### config.mk
export PLATFORM = sky130hd
export DESIGN_NAME = terminal_line_editor_core
export DESIGN_NICKNAME = d
export VERILOG_FILES = /design/src/hw/rtl/tle_pkg.sv /design/src/hw/rtl/tle_step.sv /design/src/hw/rtl/terminal_line_editor_core.sv
export SDC_FILE = /design/constraint.sdc
export NUM_CORES = 1
export LEC_CHECK = 0
export BUFFER_PORTS_ARGS = -buffer_cell sky130_fd_sc_hd__buf_2
export CORE_MARGIN = 4
export CORE_UTILIZATION = 58
export CTS_CLUSTER_DIAMETER = 120
export CTS_CLUSTER_SIZE = 10
export DETAILED_ROUTE_END_ITERATION = 16
export PLACE_DENSITY = 0.8
export SYNTH_ARGS = -nofsm -noshare
export SYNTH_HDL_FRONTEND = slang
export SYNTH_SLANG_ARGS = --single-unit
### constraint.sdc
create_clock -name i_clk -period 3.9 [get_ports i_clk]
set_input_delay 0 -clock i_clk [delete_from_list [all_inputs] [get_ports i_clk]]
set_output_delay 0 -clock i_clk [all_outputs]
set_load 0.005 [all_outputs]
### src/hw/rtl/tle_pkg.sv
`timescale 1ns / 1ps
// ----------------------------------------------------------------------------
// tle_pkg
// Shared types and codes for the terminal line editor: request types,
// control keys, the editor state record and the result record.
// ----------------------------------------------------------------------------
package tle_pkg;

    // request type codes
    localparam logic [1:0] REQ_BEGIN_RD = 2'd0;
    localparam logic [1:0] REQ_BEGIN_WR = 2'd1;
    localparam logic [1:0] REQ_KEY      = 2'd2;
    localparam logic [1:0] REQ_TICK     = 2'd3;

    // control keys
    localparam logic [7:0] KEY_LF    = 8'd10;
    localparam logic [7:0] KEY_CR    = 8'd13;
    localparam logic [7:0] KEY_BS    = 8'd8;
    localparam logic [7:0] KEY_DEL   = 8'd127;
    localparam logic [7:0] KEY_SPACE = 8'd32;

    typedef struct packed {
        logic [7:0]  cursor_pos;
        logic [15:0] bytes_done;
        logic [15:0] request_len;
        logic        busy;
        logic        is_write;
    } t_state;

    typedef struct packed {
        logic        echo_valid;
        logic [7:0]  echo_char;
        logic [7:0]  echo_pos;
        logic [7:0]  cursor_now;
        logic        buf_write;
        logic [15:0] buf_index;
        logic [7:0]  buf_data;
        logic        done_res;
        logic [15:0] final_count;
        logic        rejected;
    } t_result;

endpackage

### src/hw/rtl/tle_step.sv
`timescale 1ns / 1ps
// ----------------------------------------------------------------------------
// tle_step
// Next-state and result logic for one beat of the line editor: request
// open, key echo and buffering, backspace, newline and output ticks.
// ----------------------------------------------------------------------------
module tle_step #(
    parameter int ROW_WIDTH = 32
) (
    input  tle_pkg::t_state  i_state,
    input  logic [1:0]       i_req_type,
    input  logic [15:0]      i_req_len,
    input  logic [7:0]       i_char_in,
    output tle_pkg::t_state  o_state,
    output tle_pkg::t_result o_result
);
    import tle_pkg::*;

    // start of the next row for every cursor value
    logic [7:0]  w_row_tbl [256];
    logic [15:0] w_bd_inc;
    logic [15:0] w_bd_dec;
    logic [7:0]  w_cur_inc;
    logic [7:0]  w_cur_dec;

    for (genvar g = 0; g < 256; g++) begin : g_row
        assign w_row_tbl[g] = 8'(((g / ROW_WIDTH) + 1) * ROW_WIDTH);
    end

    assign w_bd_inc  = i_state.bytes_done + 16'd1;
    assign w_bd_dec  = i_state.bytes_done - 16'd1;
    assign w_cur_inc = i_state.cursor_pos + 8'd1;
    assign w_cur_dec = i_state.cursor_pos - 8'd1;

    always_comb begin
        t_state  n_st;
        t_result res;
        n_st = i_state;
        res  = '0;
        case (i_req_type)
            REQ_BEGIN_RD, REQ_BEGIN_WR: begin
                if (i_state.busy || i_req_len == 16'd0) begin
                    res.rejected = 1'b1;
                end else begin
                    n_st.busy        = 1'b1;
                    n_st.is_write    = (i_req_type == REQ_BEGIN_WR);
                    n_st.request_len = i_req_len;
                    n_st.bytes_done  = 16'd0;
                end
            end
            REQ_KEY: begin
                if (!i_state.busy || i_state.is_write) begin
                    res.rejected = 1'b1;
                end else if (i_char_in == KEY_CR || i_char_in == KEY_LF) begin
                    n_st.cursor_pos = w_row_tbl[i_state.cursor_pos];
                    res.done_res    = 1'b1;
                    res.final_count = i_state.bytes_done;
                    n_st.busy       = 1'b0;
                end else if (i_char_in == KEY_DEL || i_char_in == KEY_BS) begin
                    if (i_state.bytes_done != 16'd0) begin
                        n_st.bytes_done = w_bd_dec;
                        n_st.cursor_pos = w_cur_dec;
                        res.echo_valid  = 1'b1;
                        res.echo_char   = KEY_SPACE;
                        res.echo_pos    = w_cur_dec;
                        res.buf_write   = 1'b1;
                        res.buf_index   = w_bd_dec;
                    end
                end else begin
                    res.echo_valid  = 1'b1;
                    res.echo_char   = i_char_in;
                    res.echo_pos    = i_state.cursor_pos;
                    n_st.cursor_pos = w_cur_inc;
                    res.buf_write   = 1'b1;
                    res.buf_index   = i_state.bytes_done;
                    res.buf_data    = i_char_in;
                    n_st.bytes_done = w_bd_inc;
                    if (w_bd_inc == i_state.request_len) begin
                        res.done_res    = 1'b1;
                        res.final_count = w_bd_inc;
                        n_st.busy       = 1'b0;
                    end
                end
            end
            default: begin
                if (!i_state.busy || !i_state.is_write) begin
                    res.rejected = 1'b1;
                end else begin
                    res.echo_valid  = 1'b1;
                    res.echo_char   = i_char_in;
                    res.echo_pos    = i_state.cursor_pos;
                    n_st.cursor_pos = w_cur_inc;
                    n_st.bytes_done = w_bd_inc;
                    if (w_bd_inc == i_state.request_len) begin
                        res.done_res    = 1'b1;
                        res.final_count = w_bd_inc;
                        n_st.busy       = 1'b0;
                    end
                end
            end
        endcase
        res.cursor_now = n_st.cursor_pos;
        o_state  = n_st;
        o_result = res;
    end

endmodule

### src/hw/rtl/terminal_line_editor_core.sv
`timescale 1ns / 1ps
// ----------------------------------------------------------------------------
// terminal_line_editor_core
// Line discipline for a character display: read requests echo and buffer
// typed keys with backspace and newline handling, write requests echo
// output bytes; every beat gives one result.
// ----------------------------------------------------------------------------
//  channel  | direction | handshake          | payload
//  ---------+-----------+--------------------+----------------------------------
//  request  | in        | i_valid / o_stall  | i_req_type, i_req_len, i_char_in
//  result   | out       | o_valid / i_stall  | o_echo_*, o_cursor_now, o_buf_*,
//           |           |                    | o_done_res, o_final_count,
//           |           |                    | o_rejected
//
// one beat per cycle sustained while i_stall is low; a beat passes from accept to result
// through the input register and the result register around the step logic.
// the editor state updates as a beat moves from the input register into
// the result register. synchronous active-low reset clears the state and
// both valid flags. a stalled result holds the pipe; the input register
// then takes a beat only while it is empty.
// ----------------------------------------------------------------------------
module terminal_line_editor_core #(
    parameter int ROW_WIDTH = 32
) (
    input  logic        i_clk,
    input  logic        i_rst_n,
    input  logic        i_valid,
    output logic        o_stall,
    input  logic [1:0]  i_req_type,
    input  logic [15:0] i_req_len,
    input  logic [7:0]  i_char_in,
    output logic        o_valid,
    input  logic        i_stall,
    output logic        o_echo_valid,
    output logic [7:0]  o_echo_char,
    output logic [7:0]  o_echo_pos,
    output logic [7:0]  o_cursor_now,
    output logic        o_buf_write,
    output logic [15:0] o_buf_index,
    output logic [7:0]  o_buf_data,
    output logic        o_done_res,
    output logic [15:0] o_final_count,
    output logic        o_rejected
);
    import tle_pkg::*;

    logic        r_in_vld;
    logic [1:0]  r_req_type;
    logic [15:0] r_req_len;
    logic [7:0]  r_char_in;
    logic        r_out_vld;
    t_result     r_res;
    t_state      r_state;
    t_state      n_state;
    t_result     n_res;
    logic        w_adv;
    logic        w_take;

    // beat leaves the input register when the result register is empty or not stalled
    assign w_adv   = r_in_vld && (!r_out_vld || !i_stall);
    assign o_stall = r_in_vld && !w_adv;
    assign w_take  = i_valid && !o_stall;

    tle_step #(
        .ROW_WIDTH (ROW_WIDTH)
    ) u_step (
        .i_state    (r_state),
        .i_req_type (r_req_type),
        .i_req_len  (r_req_len),
        .i_char_in  (r_char_in),
        .o_state    (n_state),
        .o_result   (n_res)
    );

    always_ff @(posedge i_clk) begin
        if (!i_rst_n) begin
            r_in_vld  <= 1'b0;
            r_out_vld <= 1'b0;
            r_state   <= '0;
        end else begin
            if (w_take) begin
                r_in_vld <= 1'b1;
            end else if (w_adv) begin
                r_in_vld <= 1'b0;
            end
            if (w_adv) begin
                r_out_vld <= 1'b1;
                r_state   <= n_state;
            end else if (!i_stall) begin
                r_out_vld <= 1'b0;
            end
        end
    end

    always_ff @(posedge i_clk) begin
        if (w_take) begin
            r_req_type <= i_req_type;
            r_req_len  <= i_req_len;
            r_char_in  <= i_char_in;
        end
        if (w_adv) begin
            r_res <= n_res;
        end
    end

    assign o_valid       = r_out_vld;
    assign o_echo_valid  = r_res.echo_valid;
    assign o_echo_char   = r_res.echo_char;
    assign o_echo_pos    = r_res.echo_pos;
    assign o_cursor_now  = r_res.cursor_now;
    assign o_buf_write   = r_res.buf_write;
    assign o_buf_index   = r_res.buf_index;
    assign o_buf_data    = r_res.buf_data;
    assign o_done_res    = r_res.done_res;
    assign o_final_count = r_res.final_count;
    assign o_rejected    = r_res.rejected;

`ifndef SYNTH
    a_rej_quiet: assert property (@(posedge i_clk) disable iff (!i_rst_n)
        r_out_vld && r_res.rejected |-> !r_res.echo_valid && !r_res.buf_write
            && !r_res.done_res)
        else $error("rejected beat has side effects");

    a_state_hold: assert property (@(posedge i_clk) disable iff (!i_rst_n)
        !w_adv |=> $stable(r_state))
        else $error("editor state moved without a beat");

    a_busy_end: assert property (@(posedge i_clk) disable iff (!i_rst_n)
        $past(i_rst_n) && $fell(r_state.busy) |-> r_out_vld && r_res.done_res)
        else $error("request closed without a done result");

    a_count_clean: assert property (@(posedge i_clk) disable iff (!i_rst_n)
        r_out_vld && !r_res.done_res |-> r_res.final_count == 16'd0)
        else $error("final count set on a beat that is not done");

    a_tick_count: assert property (@(posedge i_clk) disable iff (!i_rst_n)
        r_out_vld && r_res.done_res && r_res.echo_valid |-> r_res.final_count != 16'd0)
        else $error("request finished on an echo with zero count");
`endif

endmodule

==> key figures, run 1 <==
Floorplan
  – IO Pins: 100
  – Initial core utilization: 59.9%
  – Height of the die: 123 um
  – Die area: 15100 um2
  – Rows: 41
  – Core area: 12800 um2
  – Die Wd: 123 um

Place
  – Final GP Congestion: 0.943
  – Detailed-placement wirelength estimate: 15600 um
  – Port Buf Inserts: 99

Logic synthesis
  – Main combinational cell family by area after synthesis: simple AND/OR/NAND/NOR gates
  – Cell taking the most area after synthesis: sky130_fd_sc_hd__edfxtp_1
  – Net count after synthesis: 841
  – Number of cells produced by synthesis: 799
  – Library cell with the highest instance count after synthesis: sky130_fd_sc_hd__edfxtp_1
  – Library cells used by synthesis: 79
  – Post-synthesis instance area: 7650 um2
  – Share of the synthesized netlist area taken by xor and xnor gates: 3.21%
  – Synth Area per Inst: 9.57 um2
  – Synth async-reset ratio: 0%
  – Sequential share of the synthesized area: 48.4%
  – EDFF count, synth: 94
  – Portion of netlist area occupied by mux cells: 3.19%
  – Simple-gate portion of the synthesized area: 19.8%
  – Leading cell types by total area after synthesis: sky130_fd_sc_hd__edfxtp_1, sky130_fd_sc_hd__dfxtp_1, sky130_fd_sc_hd__nor2_1
  – Post-synth top area share: 36.9%
  – Fraction of the mapped netlist area in compound gates: 18.9%
  – Warning count from the yosys run: 0
  – Synthesis-stage register bit count: 138
  – Most used DFF post-synth: sky130_fd_sc_hd__edfxtp_1
  – Adder-Cell Fraction of Synth Area: 1.96%
  – Most numerous cell types in the synthesized netlist: sky130_fd_sc_hd__edfxtp_1, sky130_fd_sc_hd__nor2_1, sky130_fd_sc_hd__nand2_1, sky130_fd_sc_hd__a21oi_1, sky130_fd_sc_hd__clkbuf_1

CTS
  – Clock sink count: 138
  – Setup repair bufs after CTS: 0
  – Clock tree from TritonCTS: built
  – Number of buffers added by the clock tree synthesis step: 17
  – Root Buffer Master: sky130_fd_sc_hd__clkbuf_16
  – Number of cells upsized or downsized after cts: 0
  – Worst-skew pair later-pin latency: 430 ps
  – Clock Path Buffers: 2
  – H-tree Lvls: 4
  – Worst-path clk slew: 60 ps

GRT
  – Global-route wire length before repair: 37400 um
  – GR Overflow Total: 0
  – Maximum number of pins on one net before global-route repair: 42
  – Initial antenna violation count: 0
  – Overall routing resource usage: 32.6%
  – Via count of the first global-routing pass: 6729

Timing
  – Share of the clock period used by the worst path after layout: 84.3%
  – Headroom to the max-slew limit: 19.3%
  – Aggregate negative setup slack: 0 ps
  – Final Hold Violating Endpoints: 0
  – Unrepaired setup endpoints after global routing: no
  – Least-Margin Pin Slew: 1210 ps
  – Slew Limit Fails: 0
  – Worst-case clock skew: 9.77 ps
  – Fmax: 304 MHz
  – Fin crit period: 3290 ps
  – Setup violators final: 0

Power
  – Pleak: 3.66 nW
  – Maximum resistive drop on vdd: 0.333 mV
  – Final total power: 3.73 mW
  – Power Dens Cells: 404 nW/um2

Critical path
  – Worst Setup End Kind: flop
  – Arrival time of data at the critical path endpoint: 3590 ps
  – Critical path's slowest cell: sky130_fd_sc_hd__dfxtp_1
  – WS Path Type: reg -> reg
  – Kind of cell adding the most delay to the critical path: simple AND/OR/NAND/NOR gates
  – Buffering stage count on the worst path with inverters included: 2
  – Data required, critical path: 4200 ps
  – Critical Path Start Type: flop
  – Delay contributed by the slowest stage of the critical path: 560 ps
  – Minimum setup slack among reg-to-reg paths: 610 ps
  – Cell-by-cell listing of the critical path: inv_1, ha_1, or3b_1, nor3_2, inv_2, nand2_1, nor2_2, a221oi_1, a2111oi_0
  – CP max FO: 18

Final layout
  – Ratio of cells with drive above 1 in the final layout: 19.6%
  – Post-layout net count: 951
  – Relative area change from synthesis to final layout: 20.8%
  – Number of antenna diodes: 0

Routing
  – Drt wl/cell: 21.8 um
  – Number of DRC markers after the initial detailed-route iteration: 975
  – Detailed-router iteration count before antenna repair: 5
  – Detailed-route wire length: 23900 um
  – ANT nets after route: 0
  – DRC violation count after routing: 0
  – Count of vias placed by the detailed router: 7155
  – Via-per-instance ratio: 6.54

Outcome
  – Outcome: completed

Run
  – Max Cap Violations: 0

Worst hold path
  – HP Class: in -> reg
## worst register-to-register path: stages, from the launching register on
cell and delay, ps:
sky130_fd_sc_hd__dfxtp_1 560, sky130_fd_sc_hd__inv_1 150, sky130_fd_sc_hd__ha_1 270, sky130_fd_sc_hd__or3b_1 360
sky130_fd_sc_hd__nor3_2 100, sky130_fd_sc_hd__inv_2 310, sky130_fd_sc_hd__nand2_1 340, sky130_fd_sc_hd__nor2_2 530
sky130_fd_sc_hd__a221oi_1 190, sky130_fd_sc_hd__a2111oi_0 360
## layer usage
layer | vias to the layer above | GRT usage [%] | wire length (um) | part of all wire, %
li1 | 3219 | - | - | -
met1 | 3431 | 46.3 | 9960 | 42
met2 | 450 | 49.5 | 10700 | 45
met3 | 55 | 6.59 | 2500 | 10
met4 | 0 | 12.2 | 678 | 2.8
met5 | - | 0 | 0 | 0
## timing repair
action	4_1_cts	5_1_grt
hold endpoints to repair	30	0
hold buffers	29	0
setup endpoints to repair	0	0
## worst paths after layout
kind,from,endpoint,depth (start not counted)
worst max-delay path,r_state[18]$_SDFFE_PN0P_,r_state[41]$_SDFFE_PN0P_,9
worst min-delay path,i_req_len[3],r_req_len[3]$_DFFE_PP_,2
worst max register to register,r_state[18]$_SDFFE_PN0P_,r_state[41]$_SDFFE_PN0P_,9
worst min register to register,r_in_vld$_SDFFE_PN0P_,o_valid$_SDFFE_PN0P_,2
## logic make-up after synthesis
kind of cell / Yosys count
AOI/OAI and AO/OA: 212
buffers and inverters: 83
and+or+nand+nor: 302
xor gates and xnor gates: 28
adders and majority gates: 12
DFF: 138
muxes: 24
## cell type report
cell class / instances / area (um2)
sequential: 138 / 3700
clock inverter: 11 / 196
inverter: 18 / 67.6
clock buffer: 21 / 450
fill: 900 / 3540
timing repair buffer: 156 / 996
tap: 172 / 215
multi-input combinational: 578 / 3610
## cells in the final DEF, fill, tap and decap left out, types with 13 or more instances in the layout
cell,n
sky130_fd_sc_hd__edfxtp_1,94
sky130_fd_sc_hd__clkbuf_16,17
sky130_fd_sc_hd__and3_1,16
sky130_fd_sc_hd__inv_1,16
sky130_fd_sc_hd__o21ai_0,35
sky130_fd_sc_hd__a21oi_1,55
sky130_fd_sc_hd__mux2i_1,21
sky130_fd_sc_hd__nand2_1,62
sky130_fd_sc_hd__buf_4,28
sky130_fd_sc_hd__a211o_1,13
sky130_fd_sc_hd__buf_2,99
sky130_fd_sc_hd__nand3_1,22
sky130_fd_sc_hd__xnor2_1,22
sky130_fd_sc_hd__nor3_1,38
sky130_fd_sc_hd__nor2_1,83
sky130_fd_sc_hd__dlygate4sd3_1,29
sky130_fd_sc_hd__dfxtp_1,44
## report_power, final
part | internal, mW | switching, mW | total (mW)
clock network | 1.15 | 0.634 | 1.79
registers | 1.62 | 0.0491 | 1.67
logic | 0.114 | 0.157 | 0.271
total | 2.89 | 0.840 | 3.73
## flip-flops by register name, indices dropped and copies added, names as in the netlist, 2 cells and up
register	count
o_echo_char	8
o_echo_pos	8
o_cursor_now	8
o_buf_index	16
r_req_type	2
o_final_count	16
r_req_len	16
o_buf_data	8
r_state	42
r_char_in	8
## through the flow
step / utilization [%] / setup WS, ps / cell area [um2] / cells / hold slack [ps]
floorplan: - / 704 / 7650 / 799 / 98.9
global placement: 65.0 / 868 / 8300 / 1033 / 177
detailed placement: 65.0 / 697 / 8300 / 1033 / 178
CTS: 72.3 / 680 / 9240 / 1094 / 270
global route: 72.3 / 431 / 9240 / 1094 / 282
finish: 72.3 / 614 / 9240 / 1094 / 287
Power figures use the tool's default switching activity.
==> run 2, diff against run 1 <==
Settings changed: CORE_UTILIZATION 58 to 53, PLACE_DENSITY 0.8 to 0.77.
Clock period 3.9 ns to 2.9 ns, I/O delays scaled along.
==> key figures, run 2 (synthesis results as in run 1) <==
Outcome
  – Outcome: completed

Final layout
  – Commonest non-fill, non-tap cell in the layout: sky130_fd_sc_hd__buf_2
  – Flip-flop count of the largest register after layout: 42 (unchanged)
  – Fill cell count: 1124 (+25%)
  – Register with the highest flop count: r_state
  – Number of antenna diodes: 0 (unchanged)
  – Sequential cell area: 3710 um2 (+0.10%)
  – Multi-input combinational cell area: 3630 um2 (+0.76%)
  – Ratio of cells with drive above 1 in the final layout: 23.7% (+4.0 points)
  – Post-layout net count: 984 (+3.5%)
  – Relative area change from synthesis to final layout: 23.7%
  – Highest-count cells in the layout ignoring fill and taps: sky130_fd_sc_hd__buf_2, sky130_fd_sc_hd__edfxtp_1, sky130_fd_sc_hd__nor2_1

Place
  – Port Buf Inserts: 99 (unchanged)
  – Detailed-placement wirelength estimate: 15200 um (-2.6%)
  – Final GP Congestion: 0.974 (+3.2%)
  – Post-placement setup slack: 116 ps (-580 ps)

Timing
  – Final Hold Violating Endpoints: 0 (unchanged)
  – Worst-case clock skew: 21.0 ps (+11.2 ps)
  – Setup violators final: 0 (unchanged)
  – Aggregate negative setup slack: 0 ps (unchanged)
  – Fmax: 362 MHz (+19%)
  – Slew Limit Fails: 0 (unchanged)
  – Headroom to the max-slew limit: 28.0% (+8.7 points)
  – Share of the clock period used by the worst path after layout: 95.1% (+11 points)
  – Worst setup slack after layout: 141 ps (-473 ps)
  – Unrepaired setup endpoints after global routing: no
  – Least-Margin Pin Slew: 1080 ps (-126 ps)
  – Fin crit period: 2760 ps (-527 ps)

GRT
  – Via count of the first global-routing pass: 6617 (-1.7%)
  – GR Overflow Total: 0 (unchanged)
  – Overall routing resource usage: 27.4% (-5.2 points)
  – Initial antenna violation count: 0 (unchanged)
  – Maximum number of pins on one net before global-route repair: 32 (-24%)
  – Global-route wire length before repair: 34900 um (-6.6%)

Routing
  – Number of DRC markers after the initial detailed-route iteration: 970 (-0.51%)
  – Met2 Wirelength: 10500 um (-2.5%)
  – Routed wire length on met3: 2250 um (-10%)
  – Count of vias placed by the detailed router: 7155 (unchanged)
  – Detailed-router iteration count before antenna repair: 6 (+1)
  – Top sig layer: met4
  – Total routed wire length on the met1 layer: 9260 um (-7.0%)
  – ANT nets after route: 0 (unchanged)
  – Drt wl/cell: 19.7 um (-9.6%)
  – Detailed-route wire length: 22400 um (-6.2%)
  – Via-per-instance ratio: 6.30 (-3.6%)
  – DRC violation count after routing: 0 (unchanged)

CTS
  – Clock sink count: 138 (unchanged)
  – Root Buffer Master: sky130_fd_sc_hd__clkbuf_16
  – Clock tree from TritonCTS: built
  – H-tree Lvls: 4 (unchanged)
  – Worst-skew pair later-pin latency: 440 ps (about the same)
  – Number of buffers added by the clock tree synthesis step: 17 (unchanged)
  – Clock Path Buffers: 2 (unchanged)
  – Worst-path clk slew: 70 ps (about the same)

Floorplan
  – Core area: 14000 um2 (+9.5%)
  – Rows: 43 (+4.9%)
  – Die Wd: 128 um (+4.3%)
  – Initial core utilization: 54.7% (-5.2 points)
  – IO Pins: 100 (unchanged)
  – Die area: 16400 um2 (+8.8%)
  – Height of the die: 128 um (+4.3%)

Critical path
  – Cell-by-cell listing of the critical path: buf_4, and4_1, and3_1, mux2_2, a2111oi_2, nand4_1, buf_12, nor3_1, a211o_1
  – Arrival time of data at the critical path endpoint: 3060 ps (-530 ps)
  – WS Path Type: reg -> reg
  – Data required, critical path: 3200 ps (-1000 ps)
  – Critical Path Source: r_state[24]$_SDFFE_PN0P_
  – Critical path's slowest cell: sky130_fd_sc_hd__dfxtp_1
  – Buffering stage count on the worst path with inverters included: 2 (unchanged)
  – CP max FO: 26 (+8)
  – Delay contributed by the slowest stage of the critical path: 540 ps (-20 ps)
  – Start of the worst register-to-register path: r_state[24]$_SDFFE_PN0P_
  – Critical Path Start Type: flop
  – Kind of cell adding the most delay to the critical path: simple AND/OR/NAND/NOR gates
  – Worst Setup End Kind: flop

Run
  – Max Cap Violations: 0 (unchanged)

Power
  – Power Dens Cells: 494 nW/um2 (+22%)
  – Maximum resistive drop on vdd: 0.413 mV (+24%)
  – Pleak: 3.79 nW (+3.7%)

Worst hold path
  – Worst Min Path Start: i_req_len[3]
  – HP Class: in -> reg
-- run 2: cell types whose count changed in the layout (fill, tap and decap cells not counted), sizes merged --
| cell | previous run | this run |
|---|---|---|
| clkinvlp | 2 | 3 |
| clkbuf | 21 | 17 |
| clkinv | 4 | 3 |
| inv | 18 | 27 |
| buf | 127 | 160 |
| bufinv | 5 | 0 |
-- run 2: layout make-up --
type,count,share of cell area [%]
Multi-Input combinational cell,578,38.4
Tap cell,180,2.38
Timing Repair Buffer,189,13.4
Clock buffer,17,4.50
Sequential cell,138,39.2
Inverter,18,0.715
Clock inverter,15,1.35
-- run 2: path summary, 6_finish.rpt --
path | end | slack [ps] | cells past startpoint
hold / removal | r_req_len[3]$_DFFE_PP_ | 270 | 2
setup reg to reg | o_final_count[10]$_DFFE_PP_ | 140 | 9
hold reg to reg | r_state[8]$_SDFFE_PN0P_ | 520 | 2
setup / recovery | o_final_count[10]$_DFFE_PP_ | 140 | 9
-- run 2: per-stage QoR --
step	instances	hold slack [ps]	power, mW	utilization (%)	cell area, um2
floorplan	799	98.9	2.47	-	7650
global placement	1074	177	2.61	61.4	8580
detailed placement	1074	178	2.62	61.4	8580
CTS	1135	256	4.67	67.4	9430
global route	1135	260	4.83	67.6	9460
finish	1135	271	4.67	67.6	9460
-- run 2: repair_timing --
item,in CTS,in global routing
endpoints found under the hold margin,33,0
setup buffers,0,0
hold buffers,29,0
resized for setup,0,9
setup endpoints to repair,0,16
-- run 2: per-layer routing --
metal	GRT usage, %	up-vias
met5	0	-
met3	6.58	36
met4	9.18	0
met1	37.4	3402
li1	-	3306
met2	43.0	411
-- run 2: power by group --
part	internal [mW]	leakage (nW)	total, mW	switching (mW)
clock	1.12	0.264	2.05	0.926
sequential	2.18	1.26	2.24	0.0530
combinational	0.164	2.27	0.385	0.220
==> run 3, diff against run 2 <==
Settings changed: CORE_UTILIZATION 53 to 54, PLACE_DENSITY 0.77 to 0.75, SYNTH_HIERARCHICAL set to 1.
==> key figures, run 3 <==
CTS
  – Worst-path clk slew: 60 ps (about the same)
  – H-tree Lvls: 4 (unchanged)
  – Clock tree from TritonCTS: built
  – Root Buffer Master: sky130_fd_sc_hd__clkbuf_16
  – Clock sink count: 138 (unchanged)
  – Clock Path Buffers: 2 (unchanged)
  – Number of buffers added by the clock tree synthesis step: 17 (unchanged)
  – Worst-skew pair later-pin latency: 430 ps (about the same)

Critical path
  – Data required, critical path: 3200 ps (about the same)
  – Worst Setup End Kind: flop
  – CP max FO: 5 (-81%)
  – Arrival time of data at the critical path endpoint: 3130 ps (+70 ps)
  – WS Path Type: reg -> reg
  – Critical Path Start Type: flop

Timing
  – Setup violators final: 0 (unchanged)
  – Share of the clock period used by the worst path after layout: 97.3% (+2.2 points)
  – Least-Margin Pin Slew: 898 ps (-182 ps)
  – Aggregate negative setup slack: 0 ps (unchanged)
  – Fmax: 354 MHz (-2.2%)
  – Fin crit period: 2820 ps (+63.4 ps)
  – Unrepaired setup endpoints after global routing: yes
  – Headroom to the max-slew limit: 39.9% (+12 points)
  – Final Hold Violating Endpoints: 0 (unchanged)
  – Slew Limit Fails: 0 (unchanged)
  – Worst-case clock skew: 7.21 ps (-13.7 ps)
  – Worst hold slack: 208 ps (-62.7 ps)

Floorplan
  – Die area: 17800 um2 (+8.2%)
  – IO Pins: 100 (unchanged)
  – Die Wd: 133 um (+4.0%)
  – Height of the die: 133 um (+4.0%)
  – Core area: 15300 um2 (+9.1%)
  – Initial core utilization: 55.5% (+0.85 points)
  – Rows: 45 (+4.7%)

Logic synthesis
  – Synthesis-stage register bit count: 138 (unchanged)
  – Synth Area per Inst: 9.40 um2 (-1.8%)
  – Number of cells produced by synthesis: 901 (+13%)
  – Post-synthesis instance area: 8470 um2 (+11%)
  – Library cell with the highest instance count after synthesis: sky130_fd_sc_hd__nand2_1
  – Synth async-reset ratio: 0% (unchanged)
  – Leading cell types by total area after synthesis: sky130_fd_sc_hd__edfxtp_1, sky130_fd_sc_hd__dfxtp_1, sky130_fd_sc_hd__nand2_1
  – Sequential share of the synthesized area: 43.7% (-4.7 points)
  – Most numerous cell types in the synthesized netlist: sky130_fd_sc_hd__nand2_1, sky130_fd_sc_hd__edfxtp_1, sky130_fd_sc_hd__nor2_1, sky130_fd_sc_hd__mux2i_1, sky130_fd_sc_hd__dfxtp_1
  – EDFF count, synth: 94 (unchanged)
  – Warning count from the yosys run: 6 (+6)
  – Most used DFF post-synth: sky130_fd_sc_hd__edfxtp_1
  – Post-synth top area share: 33.3% (-3.6 points)
  – Library cells used by synthesis: 88 (+11%)
  – Cell taking the most area after synthesis: sky130_fd_sc_hd__edfxtp_1
  – Net count after synthesis: 943 (+12%)

GRT
  – Maximum number of pins on one net before global-route repair: 59 (+84%)
  – Overall routing resource usage: 27.8% (+0.39 points)
  – Initial antenna violation count: 0 (unchanged)
  – GR Overflow Total: 0 (unchanged)
  – Via count of the first global-routing pass: 7244 (+9.5%)
  – Global-route wire length before repair: 39200 um (+12%)

Routing
  – Drt wl/cell: 19.9 um (+0.75%)
  – DRC violation count after routing: 0 (unchanged)
  – ANT nets after route: 0 (unchanged)
  – Detailed-router iteration count before antenna repair: 6 (unchanged)
  – Via-per-instance ratio: 6.13 (-2.8%)
  – Detailed-route wire length: 25400 um (+14%)
  – Count of vias placed by the detailed router: 7840 (+9.6%)
  – Number of DRC markers after the initial detailed-route iteration: 1070 (+10%)

Power
  – Maximum resistive drop on vdd: 0.385 mV (-6.9%)
  – Final total power: 4.76 mW (+2.0%)
  – Power Dens Cells: 450 nW/um2 (-8.9%)
  – Pleak: 4.11 nW (+8.4%)

Final layout
  – Highest-count cells in the layout ignoring fill and taps: sky130_fd_sc_hd__nand2_1, sky130_fd_sc_hd__buf_2, sky130_fd_sc_hd__edfxtp_1
  – Number of antenna diodes: 0 (unchanged)
  – Fill cell count: 1163 (+3.5%)
  – Final Cell Area: 10600 um2 (+12%)
  – Flip-flop count of the largest register after layout: 42 (unchanged)
  – Relative area change from synthesis to final layout: 25.0%
  – Ratio of cells with drive above 1 in the final layout: 26.8% (+3.1 points)
  – Commonest non-fill, non-tap cell in the layout: sky130_fd_sc_hd__nand2_1
  – Post-layout net count: 1098 (+12%)
  – Fin cells: 1280 (+13%)
  – Register with the highest flop count: r_state

Place
  – Final GP Congestion: 0.980 (+0.71%)
  – Detailed-placement wirelength estimate: 17100 um (+12%)
  – Cell area after placement: 9470 um2 (+10%)
  – Port Buf Inserts: 99 (unchanged)
  – Number of instances in the placed design: 1209 (+13%)

Run
  – Max Cap Violations: 0 (unchanged)

Worst hold path
  – HP Class: in -> reg

Outcome
  – Outcome: completed
[run 3: changes by cell type after synthesis, moves of 12 or more]
cell / previous run / this run
sky130_fd_sc_hd__nand2_1: 62 / 155
sky130_fd_sc_hd__nor2_1: 83 / 57
sky130_fd_sc_hd__mux2i_1: 21 / 45
sky130_fd_sc_hd__a21oi_1: 55 / 40
sky130_fd_sc_hd__mux2_2: 3 / 18
sky130_fd_sc_hd__nor3_1: 38 / 26
[run 3: final cells by class]
cell class	count	area [um2]	share of cell area (%)
clock buffers	21	482	4.55
clock inverters	11	106	1.00
inverters	19	83.8	0.792
multi-input cells	663	4360	41.2
flip-flops and latches	138	3710	35.0
well taps	211	264	2.49
repair buffers	216	1570	14.8
repair inverters	1	5.00	0.0473
[run 3: path summary, 6_finish.rpt]
check	startpoint	to	slack (ps)	cells after the start
setup / recovery	r_state[18]$_SDFFE_PN0P_	r_state[29]$_SDFFE_PN0P_	80	15
hold / removal	i_rst_n	r_state[21]$_SDFFE_PN0P_	210	3
setup reg to reg	r_state[18]$_SDFFE_PN0P_	r_state[29]$_SDFFE_PN0P_	80	15
hold reg to reg	r_state[3]$_SDFFE_PN0P_	r_state[3]$_SDFFE_PN0P_	490	2
[run 3: per-layer routing]
metal	vias up	routed length, um	track usage, %
li1	3620	-	-
met1	3698	10700	39.0
met2	452	11500	42.9
met3	70	2550	5.32
met4	0	737	10.6
met5	-	0	0
[run 3: worst max-delay path, cell delays in order (launching register included)]
cell and delay [ps]:
sky130_fd_sc_hd__dfxtp_4 360, sky130_fd_sc_hd__clkinv_4 60, sky130_fd_sc_hd__ha_4 110, sky130_fd_sc_hd__or3b_4 390, sky130_fd_sc_hd__or4_4 480, sky130_fd_sc_hd__nor3_4 240
sky130_fd_sc_hd__buf_12 150, sky130_fd_sc_hd__buf_8 120, sky130_fd_sc_hd__buf_4 110, sky130_fd_sc_hd__a21oi_2 80, sky130_fd_sc_hd__nand2_2 120, sky130_fd_sc_hd__inv_2 60
sky130_fd_sc_hd__o2bb2ai_1 120, sky130_fd_sc_hd__o21a_1 160, sky130_fd_sc_hd__nand2_1 60, sky130_fd_sc_hd__mux2i_1 70
[run 3: stage by stage]
step / util, % / setup slack [ps]
after floorplan: - / -16.9
after global placement: 62.1 / -39.1
after detailed placement: 62.1 / -15.8
after CTS: 67.8 / 35.5
after global routing: 69.4 / -15.3
final: 69.4 / 77.4
[run 3: repair_timing]
item | in CTS | in global routing
hold buffers | 28 | 0
resized for setup | 1 | 28
setup buffers | 0 | 8
cloned | 0 | 3
endpoints found under the hold margin | 30 | 0
pin swaps | 0 | 6
setup endpoints to repair | 1 | 39
[run 3: logic make-up after synthesis]
kind of cell,synth area share (%)
simple gates,21.0
compound gates,16.5
flops,43.7
buf+inv,6.43
mux,7.71
xor+xnor,2.90
fa+ha+maj,1.77
[run 3: report_power, final]
| group | switching, mW | internal [mW] |
|---|---|---|
| clock network | 0.865 | 1.29 |
| registers | 0.0398 | 2.17 |
| logic | 0.220 | 0.180 |
| total | 1.12 | 3.63 |
